==> src/hdl/nfcs_pkg.sv <==
// Shared types and constants of the NAND flash command sequencer.
package nfcs_pkg;

    localparam int ROW_W   = 24;
    localparam int BLOCK_W = 18;

    // Request and data item codes.
    localparam logic [2:0] OP_READ  = 3'd0;
    localparam logic [2:0] OP_PROG  = 3'd1;
    localparam logic [2:0] OP_ERASE = 3'd2;
    localparam logic [2:0] OP_ID    = 3'd3;
    localparam logic [2:0] OP_RESET = 3'd4;
    localparam logic [2:0] OP_HOST  = 3'd5;
    localparam logic [2:0] OP_BUS   = 3'd6;
    localparam logic [2:0] OP_TICK  = 3'd7;

    // Bus cycle kinds.
    localparam logic [2:0] K_NONE = 3'd0;
    localparam logic [2:0] K_CMD  = 3'd1;
    localparam logic [2:0] K_ADDR = 3'd2;
    localparam logic [2:0] K_WR   = 3'd3;
    localparam logic [2:0] K_RD   = 3'd4;

    // Status codes.
    localparam logic [2:0] ST_OK      = 3'd0;
    localparam logic [2:0] ST_FAIL    = 3'd1;
    localparam logic [2:0] ST_TIMEOUT = 3'd2;
    localparam logic [2:0] ST_ID_SAME = 3'd3;
    localparam logic [2:0] ST_UNEXP   = 3'd4;

    // Flash commands.
    localparam logic [7:0] CMD_READ0  = 8'h00;
    localparam logic [7:0] CMD_READ1  = 8'h30;
    localparam logic [7:0] CMD_PROG0  = 8'h80;
    localparam logic [7:0] CMD_PROG1  = 8'h10;
    localparam logic [7:0] CMD_ERASE0 = 8'h60;
    localparam logic [7:0] CMD_ERASE1 = 8'hD0;
    localparam logic [7:0] CMD_STATUS = 8'h70;
    localparam logic [7:0] CMD_RESET  = 8'hFF;
    localparam logic [7:0] CMD_READID = 8'h90;
    localparam logic [7:0] COL_ADDR   = 8'h00;
    localparam logic [7:0] ID_ADDR    = 8'h00;

    localparam int          ID_BYTES      = 5;
    localparam logic [31:0] TIMEOUT_RESET = 32'd3000000;

    // Job types handed from the front to the back.
    localparam logic [2:0] J_SINGLE = 3'd0;
    localparam logic [2:0] J_READ   = 3'd1;
    localparam logic [2:0] J_PROG   = 3'd2;
    localparam logic [2:0] J_ERASE  = 3'd3;
    localparam logic [2:0] J_ID     = 3'd4;
    localparam logic [2:0] J_RESET  = 3'd5;
    localparam logic [2:0] J_WRLAST = 3'd6;
    localparam logic [2:0] J_STATUS = 3'd7;

    typedef struct packed {
        logic [2:0]       jtype;
        logic [ROW_W-1:0] row;
        logic [2:0]       kind;
        logic [7:0]       bus;
        logic             hv;
        logic [7:0]       hd;
        logic             done;
        logic [2:0]       st;
    } job_t;

    typedef struct packed {
        logic [2:0] kind;
        logic [7:0] bus;
        logic       hv;
        logic [7:0] hd;
        logic       done;
        logic [2:0] st;
        logic       last;
    } res_t;

endpackage

==> src/hdl/nfcs_front.sv <==
// Front part: accepts items, tracks the request phase and emits at most one job per item.
module nfcs_front #(
    parameter int PAGE_BYTES      = 2112,
    parameter int PAGES_PER_BLOCK = 64
) (
    input  logic                            clk,
    input  logic                            rst_n,
    input  logic                            push,
    input  logic [2:0]                      op,
    input  logic [nfcs_pkg::ROW_W-1:0]      page_number,
    input  logic [nfcs_pkg::BLOCK_W-1:0]    block_number,
    input  logic [7:0]                      host_byte,
    input  logic [7:0]                      bus_byte,
    input  logic                            ready_req,
    input  logic [31:0]                     timeout_ticks,
    input  logic                            job_full,
    output logic                            job_push,
    output nfcs_pkg::job_t                  job
);
    import nfcs_pkg::*;

    localparam int CNT_W = $clog2(PAGE_BYTES + 1);

    localparam logic [2:0] PH_IDLE = 3'd0;
    localparam logic [2:0] PH_WAIT = 3'd1;
    localparam logic [2:0] PH_READ = 3'd2;
    localparam logic [2:0] PH_PROG = 3'd3;
    localparam logic [2:0] PH_STAT = 3'd4;
    localparam logic [2:0] PH_ID   = 3'd5;

    logic [2:0]       phase_reg, phase_next;
    logic [2:0]       kind_reg, kind_next;
    logic [CNT_W-1:0] count_reg, count_next;
    logic [31:0]      wait_reg, wait_next;
    logic [7:0]       first_reg, first_next;
    logic             same_reg, same_next;

    logic             accept;
    logic [CNT_W-1:0] count_inc;
    logic [31:0]      wait_inc;
    logic [ROW_W-1:0] erase_row;
    logic             same_now;

    function automatic job_t mk_single(logic [2:0] kind, logic [7:0] bus, logic hv,
                                       logic [7:0] hd, logic done, logic [2:0] st);
        job_t j;
        j       = '0;
        j.jtype = J_SINGLE;
        j.kind  = kind;
        j.bus   = bus;
        j.hv    = hv;
        j.hd    = hd;
        j.done  = done;
        j.st    = st;
        return j;
    endfunction

    function automatic job_t mk_seq(logic [2:0] jtype, logic [ROW_W-1:0] row,
                                    logic [7:0] bus);
        job_t j;
        j       = '0;
        j.jtype = jtype;
        j.row   = row;
        j.bus   = bus;
        return j;
    endfunction

    assign accept    = push & ~job_full;
    assign count_inc = count_reg + CNT_W'(1);
    assign wait_inc  = (wait_reg == '1) ? wait_reg : wait_reg + 32'd1;
    // Only the low row bits are sent, so the product is kept modulo the row width.
    assign erase_row = ROW_W'(block_number) * ROW_W'(PAGES_PER_BLOCK);
    assign same_now  = same_reg & ((count_reg == '0) | (bus_byte == first_reg));

    always_comb
    begin
        phase_next = phase_reg;
        kind_next  = kind_reg;
        count_next = count_reg;
        wait_next  = wait_reg;
        first_next = first_reg;
        same_next  = same_reg;
        job_push   = 1'b0;
        job        = '0;
        if (accept)
        begin
            unique case (op)
                OP_READ, OP_PROG, OP_ERASE, OP_ID, OP_RESET:
                begin
                    job_push = 1'b1;
                    if (phase_reg != PH_IDLE)
                    begin
                        job = mk_single(K_NONE, 8'h00, 1'b0, 8'h00, 1'b0, ST_UNEXP);
                    end
                    else
                    begin
                        kind_next  = op;
                        wait_next  = '0;
                        count_next = '0;
                        unique case (op)
                            OP_READ:
                            begin
                                job        = mk_seq(J_READ, page_number, 8'h00);
                                phase_next = PH_WAIT;
                            end
                            OP_PROG:
                            begin
                                job        = mk_seq(J_PROG, page_number, 8'h00);
                                phase_next = PH_PROG;
                            end
                            OP_ERASE:
                            begin
                                job        = mk_seq(J_ERASE, erase_row, 8'h00);
                                phase_next = PH_WAIT;
                            end
                            OP_ID:
                            begin
                                job        = mk_seq(J_ID, '0, 8'h00);
                                same_next  = 1'b1;
                                first_next = '0;
                                phase_next = PH_ID;
                            end
                            default:
                            begin
                                job        = mk_seq(J_RESET, '0, 8'h00);
                                phase_next = PH_WAIT;
                            end
                        endcase
                    end
                end
                OP_HOST:
                begin
                    job_push = 1'b1;
                    if (phase_reg != PH_PROG)
                    begin
                        job = mk_single(K_NONE, 8'h00, 1'b0, 8'h00, 1'b0, ST_UNEXP);
                    end
                    else if (count_inc >= CNT_W'(PAGE_BYTES))
                    begin
                        job        = mk_seq(J_WRLAST, '0, host_byte);
                        count_next = '0;
                        wait_next  = '0;
                        phase_next = PH_WAIT;
                    end
                    else
                    begin
                        job        = mk_single(K_WR, host_byte, 1'b0, 8'h00, 1'b0, ST_OK);
                        count_next = count_inc;
                    end
                end
                OP_BUS:
                begin
                    job_push = 1'b1;
                    priority if (phase_reg == PH_READ)
                    begin
                        if (count_inc >= CNT_W'(PAGE_BYTES))
                        begin
                            job = mk_single(K_NONE, 8'h00, 1'b1, bus_byte, 1'b1, ST_OK);
                            count_next = '0;
                            phase_next = PH_IDLE;
                        end
                        else
                        begin
                            job = mk_single(K_RD, 8'h00, 1'b1, bus_byte, 1'b0, ST_OK);
                            count_next = count_inc;
                        end
                    end
                    else if (phase_reg == PH_ID)
                    begin
                        if (count_reg == '0)
                        begin
                            first_next = bus_byte;
                        end
                        same_next  = same_now;
                        count_next = count_inc;
                        if (count_inc >= CNT_W'(ID_BYTES))
                        begin
                            job = mk_single(K_NONE, 8'h00, 1'b1, bus_byte, 1'b1,
                                            same_now ? ST_ID_SAME : ST_OK);
                            count_next = '0;
                            phase_next = PH_IDLE;
                        end
                        else
                        begin
                            job = mk_single(K_RD, 8'h00, 1'b1, bus_byte, 1'b0, ST_OK);
                        end
                    end
                    else if (phase_reg == PH_STAT)
                    begin
                        job = mk_single(K_NONE, 8'h00, 1'b0, 8'h00, 1'b1,
                                        bus_byte[0] ? ST_FAIL : ST_OK);
                        phase_next = PH_IDLE;
                    end
                    else
                    begin
                        job = mk_single(K_NONE, 8'h00, 1'b0, 8'h00, 1'b0, ST_UNEXP);
                    end
                end
                OP_TICK:
                begin
                    // Ticks outside the wait phase are dropped without a result.
                    if (phase_reg == PH_WAIT)
                    begin
                        if (ready_req)
                        begin
                            job_push = 1'b1;
                            priority if (kind_reg == OP_READ)
                            begin
                                job = mk_single(K_RD, 8'h00, 1'b0, 8'h00, 1'b0, ST_OK);
                                count_next = '0;
                                phase_next = PH_READ;
                            end
                            else if (kind_reg == OP_PROG || kind_reg == OP_ERASE)
                            begin
                                job        = mk_seq(J_STATUS, '0, 8'h00);
                                phase_next = PH_STAT;
                            end
                            else
                            begin
                                job = mk_single(K_NONE, 8'h00, 1'b0, 8'h00, 1'b1, ST_OK);
                                phase_next = PH_IDLE;
                            end
                        end
                        else
                        begin
                            wait_next = wait_inc;
                            if (wait_inc >= timeout_ticks)
                            begin
                                job_push = 1'b1;
                                job = mk_single(K_NONE, 8'h00, 1'b0, 8'h00, 1'b1,
                                                ST_TIMEOUT);
                                phase_next = PH_IDLE;
                            end
                        end
                    end
                end
            endcase
        end
    end

    always_ff @(posedge clk or negedge rst_n)
    begin
        if (!rst_n)
        begin
            phase_reg <= PH_IDLE;
            kind_reg  <= '0;
            count_reg <= '0;
            wait_reg  <= '0;
            first_reg <= '0;
            same_reg  <= 1'b1;
        end
        else
        begin
            phase_reg <= phase_next;
            kind_reg  <= kind_next;
            count_reg <= count_next;
            wait_reg  <= wait_next;
            first_reg <= first_next;
            same_reg  <= same_next;
        end
    end

endmodule

==> src/hdl/nfcs_job_fifo.sv <==
// Short job queue between the front and the back.
module nfcs_job_fifo #(
    parameter int DEPTH = 4
) (
    input  logic           clk,
    input  logic           rst_n,
    input  logic           push,
    input  nfcs_pkg::job_t wdata,
    output logic           full,
    input  logic           pop,
    output nfcs_pkg::job_t rdata,
    output logic           valid
);
    import nfcs_pkg::*;

    localparam int PTR_W = (DEPTH > 1) ? $clog2(DEPTH) : 1;
    localparam int CNT_W = $clog2(DEPTH + 1);

    job_t             mem_reg [DEPTH];
    logic [PTR_W-1:0] wr_ptr_reg, wr_ptr_next;
    logic [PTR_W-1:0] rd_ptr_reg, rd_ptr_next;
    logic [CNT_W-1:0] count_reg, count_next;
    logic             do_push, do_pop;

    assign full    = (count_reg == CNT_W'(DEPTH));
    assign valid   = (count_reg != '0);
    assign rdata   = mem_reg[rd_ptr_reg];
    assign do_push = push & ~full;
    assign do_pop  = pop & valid;

    always_comb
    begin
        wr_ptr_next = wr_ptr_reg;
        rd_ptr_next = rd_ptr_reg;
        count_next  = count_reg;
        if (do_push)
        begin
            wr_ptr_next = (wr_ptr_reg == PTR_W'(DEPTH - 1)) ? '0 : wr_ptr_reg + PTR_W'(1);
        end
        if (do_pop)
        begin
            rd_ptr_next = (rd_ptr_reg == PTR_W'(DEPTH - 1)) ? '0 : rd_ptr_reg + PTR_W'(1);
        end
        if (do_push && !do_pop)
        begin
            count_next = count_reg + CNT_W'(1);
        end
        else if (do_pop && !do_push)
        begin
            count_next = count_reg - CNT_W'(1);
        end
    end

    always_ff @(posedge clk)
    begin
        if (do_push)
        begin
            mem_reg[wr_ptr_reg] <= wdata;
        end
    end

    always_ff @(posedge clk or negedge rst_n)
    begin
        if (!rst_n)
        begin
            wr_ptr_reg <= '0;
            rd_ptr_reg <= '0;
            count_reg  <= '0;
        end
        else
        begin
            wr_ptr_reg <= wr_ptr_next;
            rd_ptr_reg <= rd_ptr_next;
            count_reg  <= count_next;
        end
    end

endmodule

==> src/hdl/nfcs_back.sv <==
// Back part: expands each job into its bus cycle words, one per clock while the output register is free or popped.
module nfcs_back (
    input  logic           clk,
    input  logic           rst_n,
    input  logic           job_valid,
    input  nfcs_pkg::job_t job,
    output logic           job_pop,
    input  logic           pop,
    output logic           empty,
    output nfcs_pkg::res_t res
);
    import nfcs_pkg::*;

    logic [2:0] idx_reg, idx_next;
    res_t       out_reg, out_next;
    logic       out_valid_reg, out_valid_next;
    logic       load;
    logic       is_last;
    res_t       word;

    function automatic logic [2:0] last_idx(logic [2:0] jtype);
        logic [2:0] n;
        unique case (jtype)
            J_READ:   n = 3'd6;
            J_PROG:   n = 3'd5;
            J_ERASE:  n = 3'd4;
            J_ID:     n = 3'd2;
            J_WRLAST: n = 3'd1;
            J_STATUS: n = 3'd1;
            default:  n = 3'd0;
        endcase
        return n;
    endfunction

    function automatic logic [7:0] row_byte(logic [ROW_W-1:0] row, logic [1:0] sel);
        logic [7:0] b;
        unique case (sel)
            2'd0:    b = row[7:0];
            2'd1:    b = row[15:8];
            default: b = row[23:16];
        endcase
        return b;
    endfunction

    function automatic res_t cyc(logic [2:0] kind, logic [7:0] bus);
        res_t r;
        r      = '0;
        r.kind = kind;
        r.bus  = bus;
        return r;
    endfunction

    always_comb
    begin
        word = '0;
        unique case (job.jtype)
            J_READ, J_PROG:
            begin
                unique case (idx_reg)
                    3'd0:       word = cyc(K_CMD, (job.jtype == J_READ) ? CMD_READ0 : CMD_PROG0);
                    3'd1, 3'd2: word = cyc(K_ADDR, COL_ADDR);
                    3'd3:       word = cyc(K_ADDR, row_byte(job.row, 2'd0));
                    3'd4:       word = cyc(K_ADDR, row_byte(job.row, 2'd1));
                    3'd5:       word = cyc(K_ADDR, row_byte(job.row, 2'd2));
                    default:    word = cyc(K_CMD, CMD_READ1);
                endcase
            end
            J_ERASE:
            begin
                unique case (idx_reg)
                    3'd0:    word = cyc(K_CMD, CMD_ERASE0);
                    3'd1:    word = cyc(K_ADDR, row_byte(job.row, 2'd0));
                    3'd2:    word = cyc(K_ADDR, row_byte(job.row, 2'd1));
                    3'd3:    word = cyc(K_ADDR, row_byte(job.row, 2'd2));
                    default: word = cyc(K_CMD, CMD_ERASE1);
                endcase
            end
            J_ID:
            begin
                unique case (idx_reg)
                    3'd0:    word = cyc(K_CMD, CMD_READID);
                    3'd1:    word = cyc(K_ADDR, ID_ADDR);
                    default: word = cyc(K_RD, 8'h00);
                endcase
            end
            J_RESET:
            begin
                word = cyc(K_CMD, CMD_RESET);
            end
            J_WRLAST:
            begin
                word = (idx_reg == 3'd0) ? cyc(K_WR, job.bus) : cyc(K_CMD, CMD_PROG1);
            end
            J_STATUS:
            begin
                word = (idx_reg == 3'd0) ? cyc(K_CMD, CMD_STATUS) : cyc(K_RD, 8'h00);
            end
            default:
            begin
                word.kind = job.kind;
                word.bus  = job.bus;
                word.hv   = job.hv;
                word.hd   = job.hd;
                word.done = job.done;
                word.st   = job.st;
            end
        endcase
        word.last = is_last;
    end

    // The output register refills in the same cycle that its word is popped, if a job is waiting.
    assign load    = job_valid & (~out_valid_reg | pop);
    assign is_last = (idx_reg == last_idx(job.jtype));
    assign job_pop = load & is_last;

    always_comb
    begin
        idx_next       = idx_reg;
        out_next       = out_reg;
        out_valid_next = out_valid_reg;
        if (load)
        begin
            out_next       = word;
            out_valid_next = 1'b1;
            idx_next       = is_last ? 3'd0 : idx_reg + 3'd1;
        end
        else if (pop)
        begin
            out_valid_next = 1'b0;
        end
    end

    always_ff @(posedge clk or negedge rst_n)
    begin
        if (!rst_n)
        begin
            idx_reg       <= '0;
            out_valid_reg <= 1'b0;
        end
        else
        begin
            idx_reg       <= idx_next;
            out_valid_reg <= out_valid_next;
        end
    end

    always_ff @(posedge clk)
    begin
        out_reg <= out_next;
    end

    assign empty = ~out_valid_reg;
    assign res   = out_reg;

endmodule

==> src/hdl/nand_flash_command_sequencer_core.sv <==
// Top level of the NAND flash command sequencer: configuration port and the front, queue and back.
// An accepted item's job goes into the job queue, then is expanded into the output register on the
// result ports. The front takes a new item while the job queue is not full; a request emits one
// word per cycle when popped, up to seven (read page), so the back end sets the sustained rate.
// The job queue holds JOB_DEPTH jobs; full rises only when it is out of room.
// Reset (rst_n low, asynchronous) returns to idle, empties all queues and loads the timeout.
module nand_flash_command_sequencer_core #(
    parameter int PAGE_BYTES      = 2112,
    parameter int PAGES_PER_BLOCK = 64,
    parameter int JOB_DEPTH       = 4
) (
    input  logic                         clk,
    input  logic                         rst_n,
    input  logic                         psel,
    input  logic                         penable,
    input  logic                         pwrite,
    input  logic [1:0]                   paddr,
    input  logic [31:0]                  pwdata,
    output logic [31:0]                  prdata,
    output logic                         pready,
    input  logic                         push,
    output logic                         full,
    input  logic [2:0]                   op,
    input  logic [nfcs_pkg::ROW_W-1:0]   page_number,
    input  logic [nfcs_pkg::BLOCK_W-1:0] block_number,
    input  logic [7:0]                   host_byte,
    input  logic [7:0]                   bus_byte,
    input  logic                         ready_req,
    output logic                         empty,
    input  logic                         pop,
    output logic [2:0]                   cycle_kind,
    output logic [7:0]                   bus_value,
    output logic                         host_data_valid,
    output logic [7:0]                   host_data,
    output logic                         done_res,
    output logic [2:0]                   status,
    output logic                         last
);
    import nfcs_pkg::*;

    localparam logic [1:0] ADDR_TIMEOUT = 2'd0;

    logic [31:0] timeout_reg;
    logic        job_push;
    job_t        job_in;
    job_t        job_head;
    logic        job_full;
    logic        job_valid;
    logic        job_pop;
    res_t        res;

    assign pready = 1'b1;
    assign prdata = (paddr == ADDR_TIMEOUT) ? timeout_reg : 32'd0;

    always_ff @(posedge clk or negedge rst_n)
    begin
        if (!rst_n)
        begin
            timeout_reg <= TIMEOUT_RESET;
        end
        else if (psel && penable && pwrite && pready && paddr == ADDR_TIMEOUT)
        begin
            timeout_reg <= pwdata;
        end
    end

    nfcs_front #(
        .PAGE_BYTES      (PAGE_BYTES),
        .PAGES_PER_BLOCK (PAGES_PER_BLOCK)
    ) u_front (
        .clk           (clk),
        .rst_n         (rst_n),
        .push          (push),
        .op            (op),
        .page_number   (page_number),
        .block_number  (block_number),
        .host_byte     (host_byte),
        .bus_byte      (bus_byte),
        .ready_req     (ready_req),
        .timeout_ticks (timeout_reg),
        .job_full      (job_full),
        .job_push      (job_push),
        .job           (job_in)
    );

    nfcs_job_fifo #(
        .DEPTH (JOB_DEPTH)
    ) u_fifo (
        .clk   (clk),
        .rst_n (rst_n),
        .push  (job_push),
        .wdata (job_in),
        .full  (job_full),
        .pop   (job_pop),
        .rdata (job_head),
        .valid (job_valid)
    );

    nfcs_back u_back (
        .clk       (clk),
        .rst_n     (rst_n),
        .job_valid (job_valid),
        .job       (job_head),
        .job_pop   (job_pop),
        .pop       (pop),
        .empty     (empty),
        .res       (res)
    );

    assign full            = job_full;
    assign cycle_kind      = res.kind;
    assign bus_value       = res.bus;
    assign host_data_valid = res.hv;
    assign host_data       = res.hd;
    assign done_res        = res.done;
    assign status          = res.st;
    assign last            = res.last;

endmodule

==> config.mk <==
export PLATFORM = sky130hd
export DESIGN_NAME = nand_flash_command_sequencer_core
export DESIGN_NICKNAME = d
export VERILOG_FILES = /design/src/hdl/nfcs_pkg.sv /design/src/hdl/nfcs_front.sv /design/src/hdl/nfcs_job_fifo.sv /design/src/hdl/nfcs_back.sv /design/src/hdl/nand_flash_command_sequencer_core.sv
export SDC_FILE = /design/constraint.sdc
export NUM_CORES = 1
export LEC_CHECK = 0
export BUFFER_PORTS_ARGS = -buffer_cell sky130_fd_sc_hd__buf_2
export CORE_MARGIN = 2
export CORE_UTILIZATION = 35
export DETAILED_ROUTE_END_ITERATION = 10
export HOLD_SLACK_MARGIN = 0.06
export SLEW_MARGIN = 20
export SYNTH_ARGS = -nofsm -noshare
export SYNTH_HDL_FRONTEND = slang
export SYNTH_SLANG_ARGS = --single-unit
==> constraint.sdc <==
create_clock -name clk -period 9.6 [get_ports clk]
set_input_delay 0.96 -clock clk [delete_from_list [all_inputs] [get_ports clk]]
set_output_delay 0.96 -clock clk [all_outputs]
set_load 0.05 [all_outputs]
# After elaboration in Yosys (flattened, before gate mapping)
# Memories as Yosys holds them, arrays and structs flattened.
# Cells that the tools add are included.
# totals
ram_bits	204
ff_bits	127
output_inout_bits	60
word_cells	203
mem_count	1
in_bits	103
# op_classes
n_eq_ne	48
n_reduce_logical	30
add_sub_neg	7
bitwise_logic	11
order_cmp	3
n_mux	84
# memory_table
name	words	width	read_ports	rd_clocked_by_memory_dff	write_ports	line	text
u_fifo.mem_reg	4	51	1	0	1	nfcs_job_fifo.sv:19	job_t mem_reg [DEPTH];
# op_table
operator	count
two-way mux 51 bit	10
one-hot mux 51 bit (4 select lines)	2
two-way mux 32 bit	7
one-hot mux 24 bit (6 select lines)	1
one-hot mux 24 bit (5 select lines)	1
two-way mux 12 bit	9
one-hot mux 24 bit (4 select lines)	1
one-hot mux 32 bit (3 select lines)	1
two-way mux 24 bit	3
one-hot mux 25 bit (2 select lines)	1
two-way mux 3 bit	16
two-way mux 8 bit	6
one-hot mux 12 bit (4 select lines)	1
equality test 3 bit, second input constant	13
adder 32 x 1 -> 32 bit, second input constant	1
equality test 32 bit, second input constant	1
>= comparator 32 bit	1
two-way mux 25 bit	1
equality test 3 x 2 -> 1 bit, second input constant	8
AND reduction 7 bit	3
one-hot mux 8 bit (2 select lines)	1
equality test 3 x 1 -> 1 bit, second input constant	5
one-hot mux 3 bit (5 select lines)	1
two-way mux 1 bit	13
other kinds (37)	76

# Depth between registers and ports, before layout
# Gate-level depths: netlist (run 1).
# depth
depth_word	13
ltp_mapped	21
mapped_depth_nobuf	21

# Modules after synthesis
# Synthesis (run 1) repeated with hierarchy kept, for this count alone.
# hier_totals
hier_cells	1347
area_unflattened_um2	17136.4
# modules_own_cells
mod	seq_area_each_um2	n_inst	cells_per_inst	area_per_inst_um2
nfcs_job_fifo	6301.0	1	304	7877.6
nfcs_front	1477.7	1	735	5698.0
nfcs_back	850.8	1	201	1963.1
nand_flash_command_sequencer_core	813.3	1	107	1597.8

# Least setup slack after synthesis (run 1)
# No wires, ideal clock.
# synth_timing
kind	reg-to-reg
startpoint	reg u_front.wait_reg[18]
endpoint	mem u_fifo.mem_reg[0][0] (netlist name), enable pin
period_less_slack_ns	4.776
setup_ns	0.413
path_buffers	0
path_stages_with_launch	16
t_required_ns	9.187
path_slack_ns	4.824
t_arrival_ns	4.364
path_cell_list	dfrtp_1 and4_1 nand4_4 nor3_4 a21oi_1 and2_1 xor2_1 ha_1 a21oi_1 o21ai_0 a2111oi_0 a21oi_1 o21ai_0 o211ai_1 o221a_2 and2_1
# synth_between
elab_chain_len	11
word_cells_on_any_way	12
classes_between	1 x add/sub; 1 x order compare; 1 x eq/ne; 8 x mux; 1 x bitwise
# synth_rtl
element	line	text
start, declared	nfcs_front.sv:34	logic [31:0] wait_reg, wait_next;
start signal, assigned	nfcs_front.sv:257	wait_reg <= wait_next;
adder 32 x 1 -> 32 bit or equality test 32 bit (tied branches)	nfcs_front.sv:70	assign wait_inc = (wait_reg == '1) ? wait_reg : wait_reg + 32'd1;
two-way mux 32 bit *	nfcs_front.sv:70	
>= comparator 32 bit *	nfcs_front.sv:227	if (wait_inc >= timeout_ticks)
two-way mux 1 bit *	nfcs_front.sv:227	
two-way mux 1 bit *	nfcs_front.sv:204	if (ready_req)
two-way mux 1 bit *	nfcs_front.sv:202	if (phase_reg == PH_WAIT)
one-hot mux 1 bit (2 select lines) *	nfcs_front.sv:87	unique case (op)
two-way mux 1 bit *	nfcs_front.sv:85	if (accept)
AND 1 bit *	nfcs_job_fifo.sv:28	assign do_push = push & ~full;
via u_fifo.do_push	nfcs_job_fifo.sv:23	logic do_push, do_pop;
two-way mux 1 bit *	nfcs_job_fifo.sv:56	if (do_push)
two-way mux 1 bit (implied by the code) *	nfcs_job_fifo.sv:58	mem_reg[wr_ptr_reg] <= wdata;
end, declared	nfcs_job_fifo.sv:19	
# The timed path passes the listed nets; every way through them passes the cells marked *.

# Worst setup path after layout (run 1)
# layout_timing
startpoint	reg u_front.wait_reg[15]
endpoint	mem u_fifo.mem_reg[3][36] (netlist name), enable pin
# Same word-level chain as after synthesis.

==> summary.txt, run 1 <==
Yosys
  – Yosys top cell area share: 41.5%
  – Synth unique cells: 86
  – Most common flop cell mapped by yosys: edfxtp_1
  – EDFF count, synth: 225
  – Flops & latches, synth: 327
  – Mean Syn Cell Area: ~12 sq um
  – Share of synthesized flip-flops with an asynchronous set or reset: 31.2%
  – Cells after synthesis: roughly 1300
  – Synth area leaders: edfxtp_1 (42%), dfrtp_1 (14%), mux4_2 (6.9%), ha_1 (3.6%), o21ai_0 (2.9%)
  – Leading area contributor after synthesis: edfxtp_1
  – Register area share after synthesis: 57.3%
  – Ys Warns: 0
  – Mapped cell area: 16300 sq um
  – Syn Nets: 1489

Global routing
  – Number of global-route vias before repair: 10840
  – Antenna violations before repair: 5
  – Total GRT Usage: 15.8%
  – First-pass GRT wire length: 59700 um
  – M2 GR Usage: 25.2%
  – GR Layer Usage met3: just under 3%
  – Global routing usage on met1: between 20% and 30%
  – Largest net degree at the start of global routing: 64
  – Gr ovfl total: 0
  – Layer with the highest usage: met2

Run
  – Max_cap viols: 0

Placement
  – Placed cells: 2039
  – GP Congestion: between 0.8 and 0.9
  – HPWL Detailed: 25400 um
  – IO buf count: between 150 and 200
  – Cell Area, Placed: 17600 sq um
  – Pre-CTS WS: 4.15 ns

Clock tree
  – CTS Buf Count: 38
  – Skew-Pair Late Insertion Delay: between 0.5 and 0.6 ns
  – Htree depth: 2
  – CTS tree: built
  – CTS Buffer Depth: 3
  – Clk slew on worst S/H paths: 0.06 ns
  – Root buf cell: clkbuf_16
  – Hold buffer count at cts: 0
  – Post-CTS Setup Inserts: 0
  – Clock sink total: 327
  – Post_cts resized: 0

Worst setup path
  – WS Path Type: reg2reg
  – Crit. End Element: flip-flop
  – CP Launch Type: flip-flop
  – Critical Path Fanout Max: 30
  – Worst EP required: 9.78 ns
  – Crit path from: u_front.wait_reg[15]
  – Worst R2R Start: u_front.wait_reg[15]
  – Critical path data arrival time: 5.64 ns

Cells and area
  – Area grow syn2layout: 16.2%
  – Final cell count without fillers: 2111
  – Share of layout cells above drive strength 1: about 23%
  – Layout Nets: 1623
  – Most common cell after layout, fill and taps aside: edfxtp_1
  – Commonest non-fill, non-tap cells in the layout: edfxtp_1 (225), buf_2 (160), nand2_1 (103)
  – Fin area: 18900 sq um
  – Largest register FFs: 200

STA
  – Fin. max-slew vios: 0
  – Clk_skew: 0.0184 ns
  – Final Hold Viols: 0
  – Fin crit period: around 5.5 ns
  – RSZ-0062 raised after global routing: false
  – Final setup vio count: 0
  – FMAX: approximately 180 MHz
  – Total negative slack: 0 ns
  – Fin crit share: 56.8%
  – WHS: 0.412 ns
  – Setup ws final: ~4.1 ns
  – Worst slew pin tran: 1.04 ns
  – Slew HR: 30.3%

Power
  – Sequential share of power: 38.8%
  – Switch share: approximately 35%
  – Logic pwr share: 32.8%
  – P per Cell Area: around 280 nW/um^2
  – Clock Power Share: between 20% and 30%
  – Lkg Pwr: 0.00742 uW
  – Maximum vdd ir drop: ~0.23 mV
  – Cell Int Power: 3370 uW
  – Switching Power: between 1500 and 2000 uW

Die
  – # rows: 79
  – Starting Density: 35.2%
  – Area of the core: 46300 sq um
  – I/O Pins: 163
  – Chip width: 220 um
  – Die ar.: slightly below 50000 sq um
  – Chip Height: approximately 220 um

Detailed routing
  – Via Count: 11060
  – Avg Vias per Cell: about 5.2
  – DRT Wirelength: approximately 38000 um
  – # DRC: 0
  – WL per Instance: 17.9 um
  – 1st-iter DRT viols: around 870
  – Post-DRT Antenna Nets: 0
  – DRT Pass-1 Iters: 5

Outcome
  – Status: complete, no violations

Min path
  – Hold Path Class: in2async
critical path, cell delays in order (launching register included):
cell,delay (ns)
dfrtp_1,0.44
and3_1,0.35
nand4_4,0.22
nor3_4,0.39
a21oi_1,0.30
and2_1,0.28
xor2_1,0.15
ha_1,0.29
a21oi_1,0.06
o21ai_0,0.24
a2111oi_0,0.12
a21oi_1,0.23
o21ai_0,0.13
o211ai_1,0.32
o221a_2,0.42
and2_2,0.57
buf_4,0.55
cell usage after synthesis, drive strengths merged, types with 3 or more instances:
| master | number |
|---|---|
| a21o | 9 |
| nand4 | 19 |
| o21ai | 102 |
| dfstp | 11 |
| and3 | 28 |
| nand2b | 5 |
| dfrtp | 91 |
| nor4 | 4 |
| edfxtp | 225 |
| buf | 29 |
| nand2 | 104 |
| xor2 | 14 |
| mux2 | 11 |
| nand3 | 26 |
| o31ai | 18 |
| nor2 | 100 |
| mux2i | 4 |
| and4 | 7 |
| nor3b | 4 |
| or2 | 7 |
| nand3b | 4 |
| a22oi | 12 |
| o21bai | 3 |
| a221oi | 3 |
| nand4b | 3 |
| a22o | 15 |
| mux4 | 50 |
| nor3 | 50 |
| a211oi | 9 |
| nor2b | 36 |
| ha | 47 |
| o22ai | 7 |
| clkbuf | 50 |
| xnor2 | 37 |
| a21oi | 69 |
| a222oi | 4 |
| or3 | 4 |
| and2 | 24 |
| inv | 53 |
| o211ai | 6 |
| a31oi | 9 |
cells by family after synthesis:
| family | Yosys count | synth area share (%) |
|---|---|---|
| simple gates | 428 | 13.7 |
| flops | 327 | 57.3 |
| compound gates | 285 | 11.2 |
| buf+inv | 132 | 3.35 |
| mux | 65 | 7.93 |
| xor+xnor | 51 | 2.75 |
| fa+ha+maj | 49 | 3.80 |
| other cells | 1 | 0.0230 |
area by class of cell:
cell class | count | area [sq um]
Sequential cell | 327 | 9330
Tap cell | 607 | 759
Multi-Input combinational cell | 879 | 6410
Antenna cell | 2 | 5.00
Clock inverter | 18 | 199
Timing Repair Buffer | 173 | 898
Inverter | 53 | 199
Clock buffer | 52 | 1110
Fill cell | 4369 | 27400
per-stage QoR:
| stage | power (uW) | utilization [%] |
|---|---|---|
| global route | 5500 | 40.9 |
| global placement | 3730 | 38.0 |
| floorplan | 3290 | - |
| finish | 5220 | 40.9 |
| CTS | 5260 | 40.9 |
| detailed placement | 3760 | 38.0 |
layer usage:
layer	wire, um	part of all wire [%]
met1	17200	45
met2	17600	46
met3	2170	5.7
met4	883	2.3
met5	37	0.098
final timing paths:
check	end	slack [ns]	depth (start not counted)
setup / recovery	u_fifo.mem_reg[3][36]	4.15	16
hold / removal	timeout_reg[13]	0.41	1
setup reg to reg	u_fifo.mem_reg[3][36]	4.15	16
hold reg to reg	u_fifo.count_reg[2]	0.50	1
max in group asynchronous	u_fifo.rd_ptr_reg[0]	7.85	2
min in group clk	u_fifo.count_reg[2]	0.50	1
power by group through the flow:
stage / clock, uW / combinational (uW) / sequential, uW
2_1_floorplan: 0 / 1150 / 2130
3_3_place_gp: 0 / 1690 / 2040
3_5_place_dp: 0 / 1710 / 2050
4_1_cts: 1520 / 1720 / 2030
5_1_grt: 1570 / 1870 / 2060
6_report: 1480 / 1710 / 2020
No activity file was read; power rests on OpenSTA's default activity.
==> run 2: changes to the inputs <==
--- a/config.mk
+++ b/config.mk
@@ -5,6 +5,7 @@
 export SDC_FILE = /design/constraint.sdc
 export NUM_CORES = 1
 export LEC_CHECK = 0
+export ABC_AREA = 1
 export BUFFER_PORTS_ARGS = -buffer_cell sky130_fd_sc_hd__buf_2
 export CORE_MARGIN = 2
 export CORE_UTILIZATION = 35
==> constraint.sdc (replaced) <==
create_clock -name clk -period 5.05 [get_ports clk]
set_input_delay 0.505 -clock clk [delete_from_list [all_inputs] [get_ports clk]]
set_output_delay 0.505 -clock clk [all_outputs]
set_load 0.05 [all_outputs]
==> summary.txt, run 2 <==
Clock tree
  – Skew-Pair Late Insertion Delay: around 0.57 ns
  – CTS Buffer Depth: 3
  – CTS tree: built
  – Htree depth: 2
  – Clk slew on worst S/H paths: 0.06 ns
  – Root buf cell: clkbuf_16
  – Post-CTS Setup Inserts: 0
  – CTS Buf Count: 39
  – Clock sink total: between 300 and 400

Cells and area
  – Fin area: 19100 sq um
  – Diodes inserted: 0
  – Layout Nets: 2082
  – Area grow syn2layout: 17.1%
  – FILL cells: 4462
  – Final cell count without fillers: ~2600
  – Share of layout cells above drive strength 1: 14.6%
  – Commonest non-fill, non-tap cells in the layout: nand2_1 (353), nor2_1 (271), edfxtp_1 (225)
  – Largest register FFs: 200
  – Most common cell after layout, fill and taps aside: nand2_1

Placement
  – IO buf count: 161
  – Cell Area, Placed: about 18000 sq um
  – GP Congestion: 0.893
  – Placed cells: 2496
  – HPWL Detailed: 27500 um

STA
  – Final setup vio count: 0
  – Final Hold Viols: 0
  – Fin crit share: 89.3%
  – Fin. max-slew vios: 0
  – Slew HR: 29.0%
  – FMAX: about 220 MHz
  – Fin crit period: 4.51 ns
  – Clk_skew: 0.0267 ns
  – Worst slew pin tran: 1.06 ns
  – RSZ-0062 raised after global routing: false

Detailed routing
  – Via Count: 12821
  – # DRC: 0
  – Avg Vias per Cell: 4.99
  – WL per Instance: roughly 16 um
  – Post-DRT Antenna Nets: 0
  – 1st-iter DRT viols: about 800
  – DRT Pass-1 Iters: 5
  – DRT Wirelength: just over 40000 um

Yosys
  – EDFF count, synth: around 230
  – Synth unique cells: 58
  – Syn Nets: 1923
  – Ys Warns: 0
  – Cells after synthesis: between 1500 and 2000
  – Synth top cells by count: nand2_1 (354), nor2_1 (275), edfxtp_1 (225)
  – Yosys top cell area share: 41.3%
  – Most common flop cell mapped by yosys: edfxtp_1
  – Register area share after synthesis: 57.0%
  – Share of synthesized flip-flops with an asynchronous set or reset: a little under a third
  – Leading area contributor after synthesis: edfxtp_1
  – Flops & latches, synth: 327
  – Mapped cell area: 16300 sq um
  – Mean Syn Cell Area: 9.23 sq um
  – Most frequent cell after synthesis: nand2_1
  – Synth area leaders: edfxtp_1 (41%), dfrtp_1 (14%), nand2_1 (8.1%), nor2_1 (6.3%), inv_1 (4.2%)

Min path
  – Instance count along the most critical hold path: 2
  – Worst Min Path Start: pop
  – Hold Path End: u_back.out_valid_reg
  – Hold Path Class: in2reg

Worst setup path
  – R2r endpoint: u_fifo.count_reg[2]
  – CP Launch Type: flip-flop
  – Reg2Reg Setup Slack: 0.54 ns
  – Worst EP required: 5.50 ns
  – Critical Path Fanout Max: 17
  – Reg2Reg Depth: 25
  – Worst R2R Start: u_front.wait_reg[0]
  – Crit. End Element: flip-flop
  – WS Path Type: reg2reg
  – Critical path data arrival time: 4.96 ns

Die
  – Starting Density: 35.3%
  – Area of the core: 46400 sq um
  – # rows: 79
  – I/O Pins: 163
  – Chip width: between 200 and 250 um
  – Die ar.: 48500 sq um
  – Chip Height: 220 um

Global routing
  – Gr ovfl total: 0
  – Total GRT Usage: 17.4%
  – First-pass GRT wire length: around 66000 um
  – Antenna violations before repair: 3
  – Number of global-route vias before repair: 12668
  – Largest net degree at the start of global routing: approximately 100

Power
  – Maximum vdd ir drop: just over 0.5 mV
  – P per Cell Area: 514 nW/um^2
  – Lkg Pwr: 0.00834 uW

Run
  – Max_cap viols: 0

Outcome
  – Status: complete, no violations
run 2: worst max-delay path, stage by stage (launching register included):
cell     delay (ns)
dfrtp_1        0.43
ha_1           0.25
inv_1          0.07
nor3_2         0.22
nand2_1        0.13
nor2_1         0.19
nand4_2        0.27
buf_4          0.32
nand2_1        0.12
ha_1           0.15
nand2_1        0.07
nor2_1         0.18
nand2_1        0.10
nor2_1         0.11
nor2_1         0.05
nand2_1        0.11
nand2_1        0.09
nand3_1        0.17
nand2_2        0.20
inv_1          0.18
ha_1           0.16
inv_1          0.06
fa_1           0.37
a21oi_1        0.14
o21ai_0        0.11
xor2_1         0.16
run 2: cell families (layout without fill, tap and decap cells):
family / count (synthesis) / count (layout) / synth area share [%]
xor+xnor: 36 / 36 / 1.93
fa+ha+maj: 48 / 48 / 3.72
flops: 327 / 327 / 57.0
buf+inv: 250 / 440 / 6.05
other cells: 1 / 1 / 0.0229
simple gates: 791 / 791 / 20.4
compound gates: 319 / 319 / 10.8
run 2: timing repair:
action	CTS	global route
endpoints found under the setup margin	0	1
hold buffers	1	0
hold endpoints to repair	4	0
gates resized for setup	0	1
run 2: how the worst max path moves through the flow:
stage / endpoint / cells after the start / start / slack (ns)
global placement: u_fifo.count_reg[2] / 25 / u_front.wait_reg[0] / 0.59
global route: u_fifo.count_reg[2] / 25 / u_front.wait_reg[0] / 0.03
floorplan: u_fifo.mem_reg[0][0] / 20 / u_front.wait_reg[0] / -0.03
detailed placement: u_fifo.count_reg[2] / 25 / u_front.wait_reg[0] / 0.44
finish: u_fifo.count_reg[2] / 25 / u_front.wait_reg[0] / 0.54
CTS: u_fifo.count_reg[2] / 25 / u_front.wait_reg[0] / 0.41
run 2: through the flow:
stage	setup TNS, ns	total power (uW)	worst slack [ns]	hold WS (ns)	util (%)
after global routing	0	10500	0.0319	0.121	41.3
after global placement	0	7060	0.591	0.493	38.5
final	0	9840	0.542	0.134	41.3
after floorplan	-6.39	6140	-0.0320	0.209	-
after detailed placement	0	7120	0.443	0.508	38.5
after CTS	0	9950	0.415	0.113	41.3
run 2: layout make-up:
cell class	instances	area, sq um	area share, %
Clock buffer	47	1020	5.31
Inverter	192	724	3.78
Sequential cell	327	9320	48.7
Tap cell	607	759	3.97
Timing Repair Buffer	176	973	5.09
Clock inverter	25	258	1.35
Multi-Input combinational cell	1195	6090	31.8
run 2: routing by layer:
metal	global-route usage (%)	wire [um]
met1	22.0	18300
met2	30.1	20000
met3	2.85	2080
met4	6.31	1170
met5	0	41
run 2: report_power, final:
group | switching (uW) | internal (uW) | leakage (uW)
combinational | 2450 | 902 | 0.00432
clock | 1140 | 1650 | 0.000615
sequential | 172 | 3530 | 0.00341
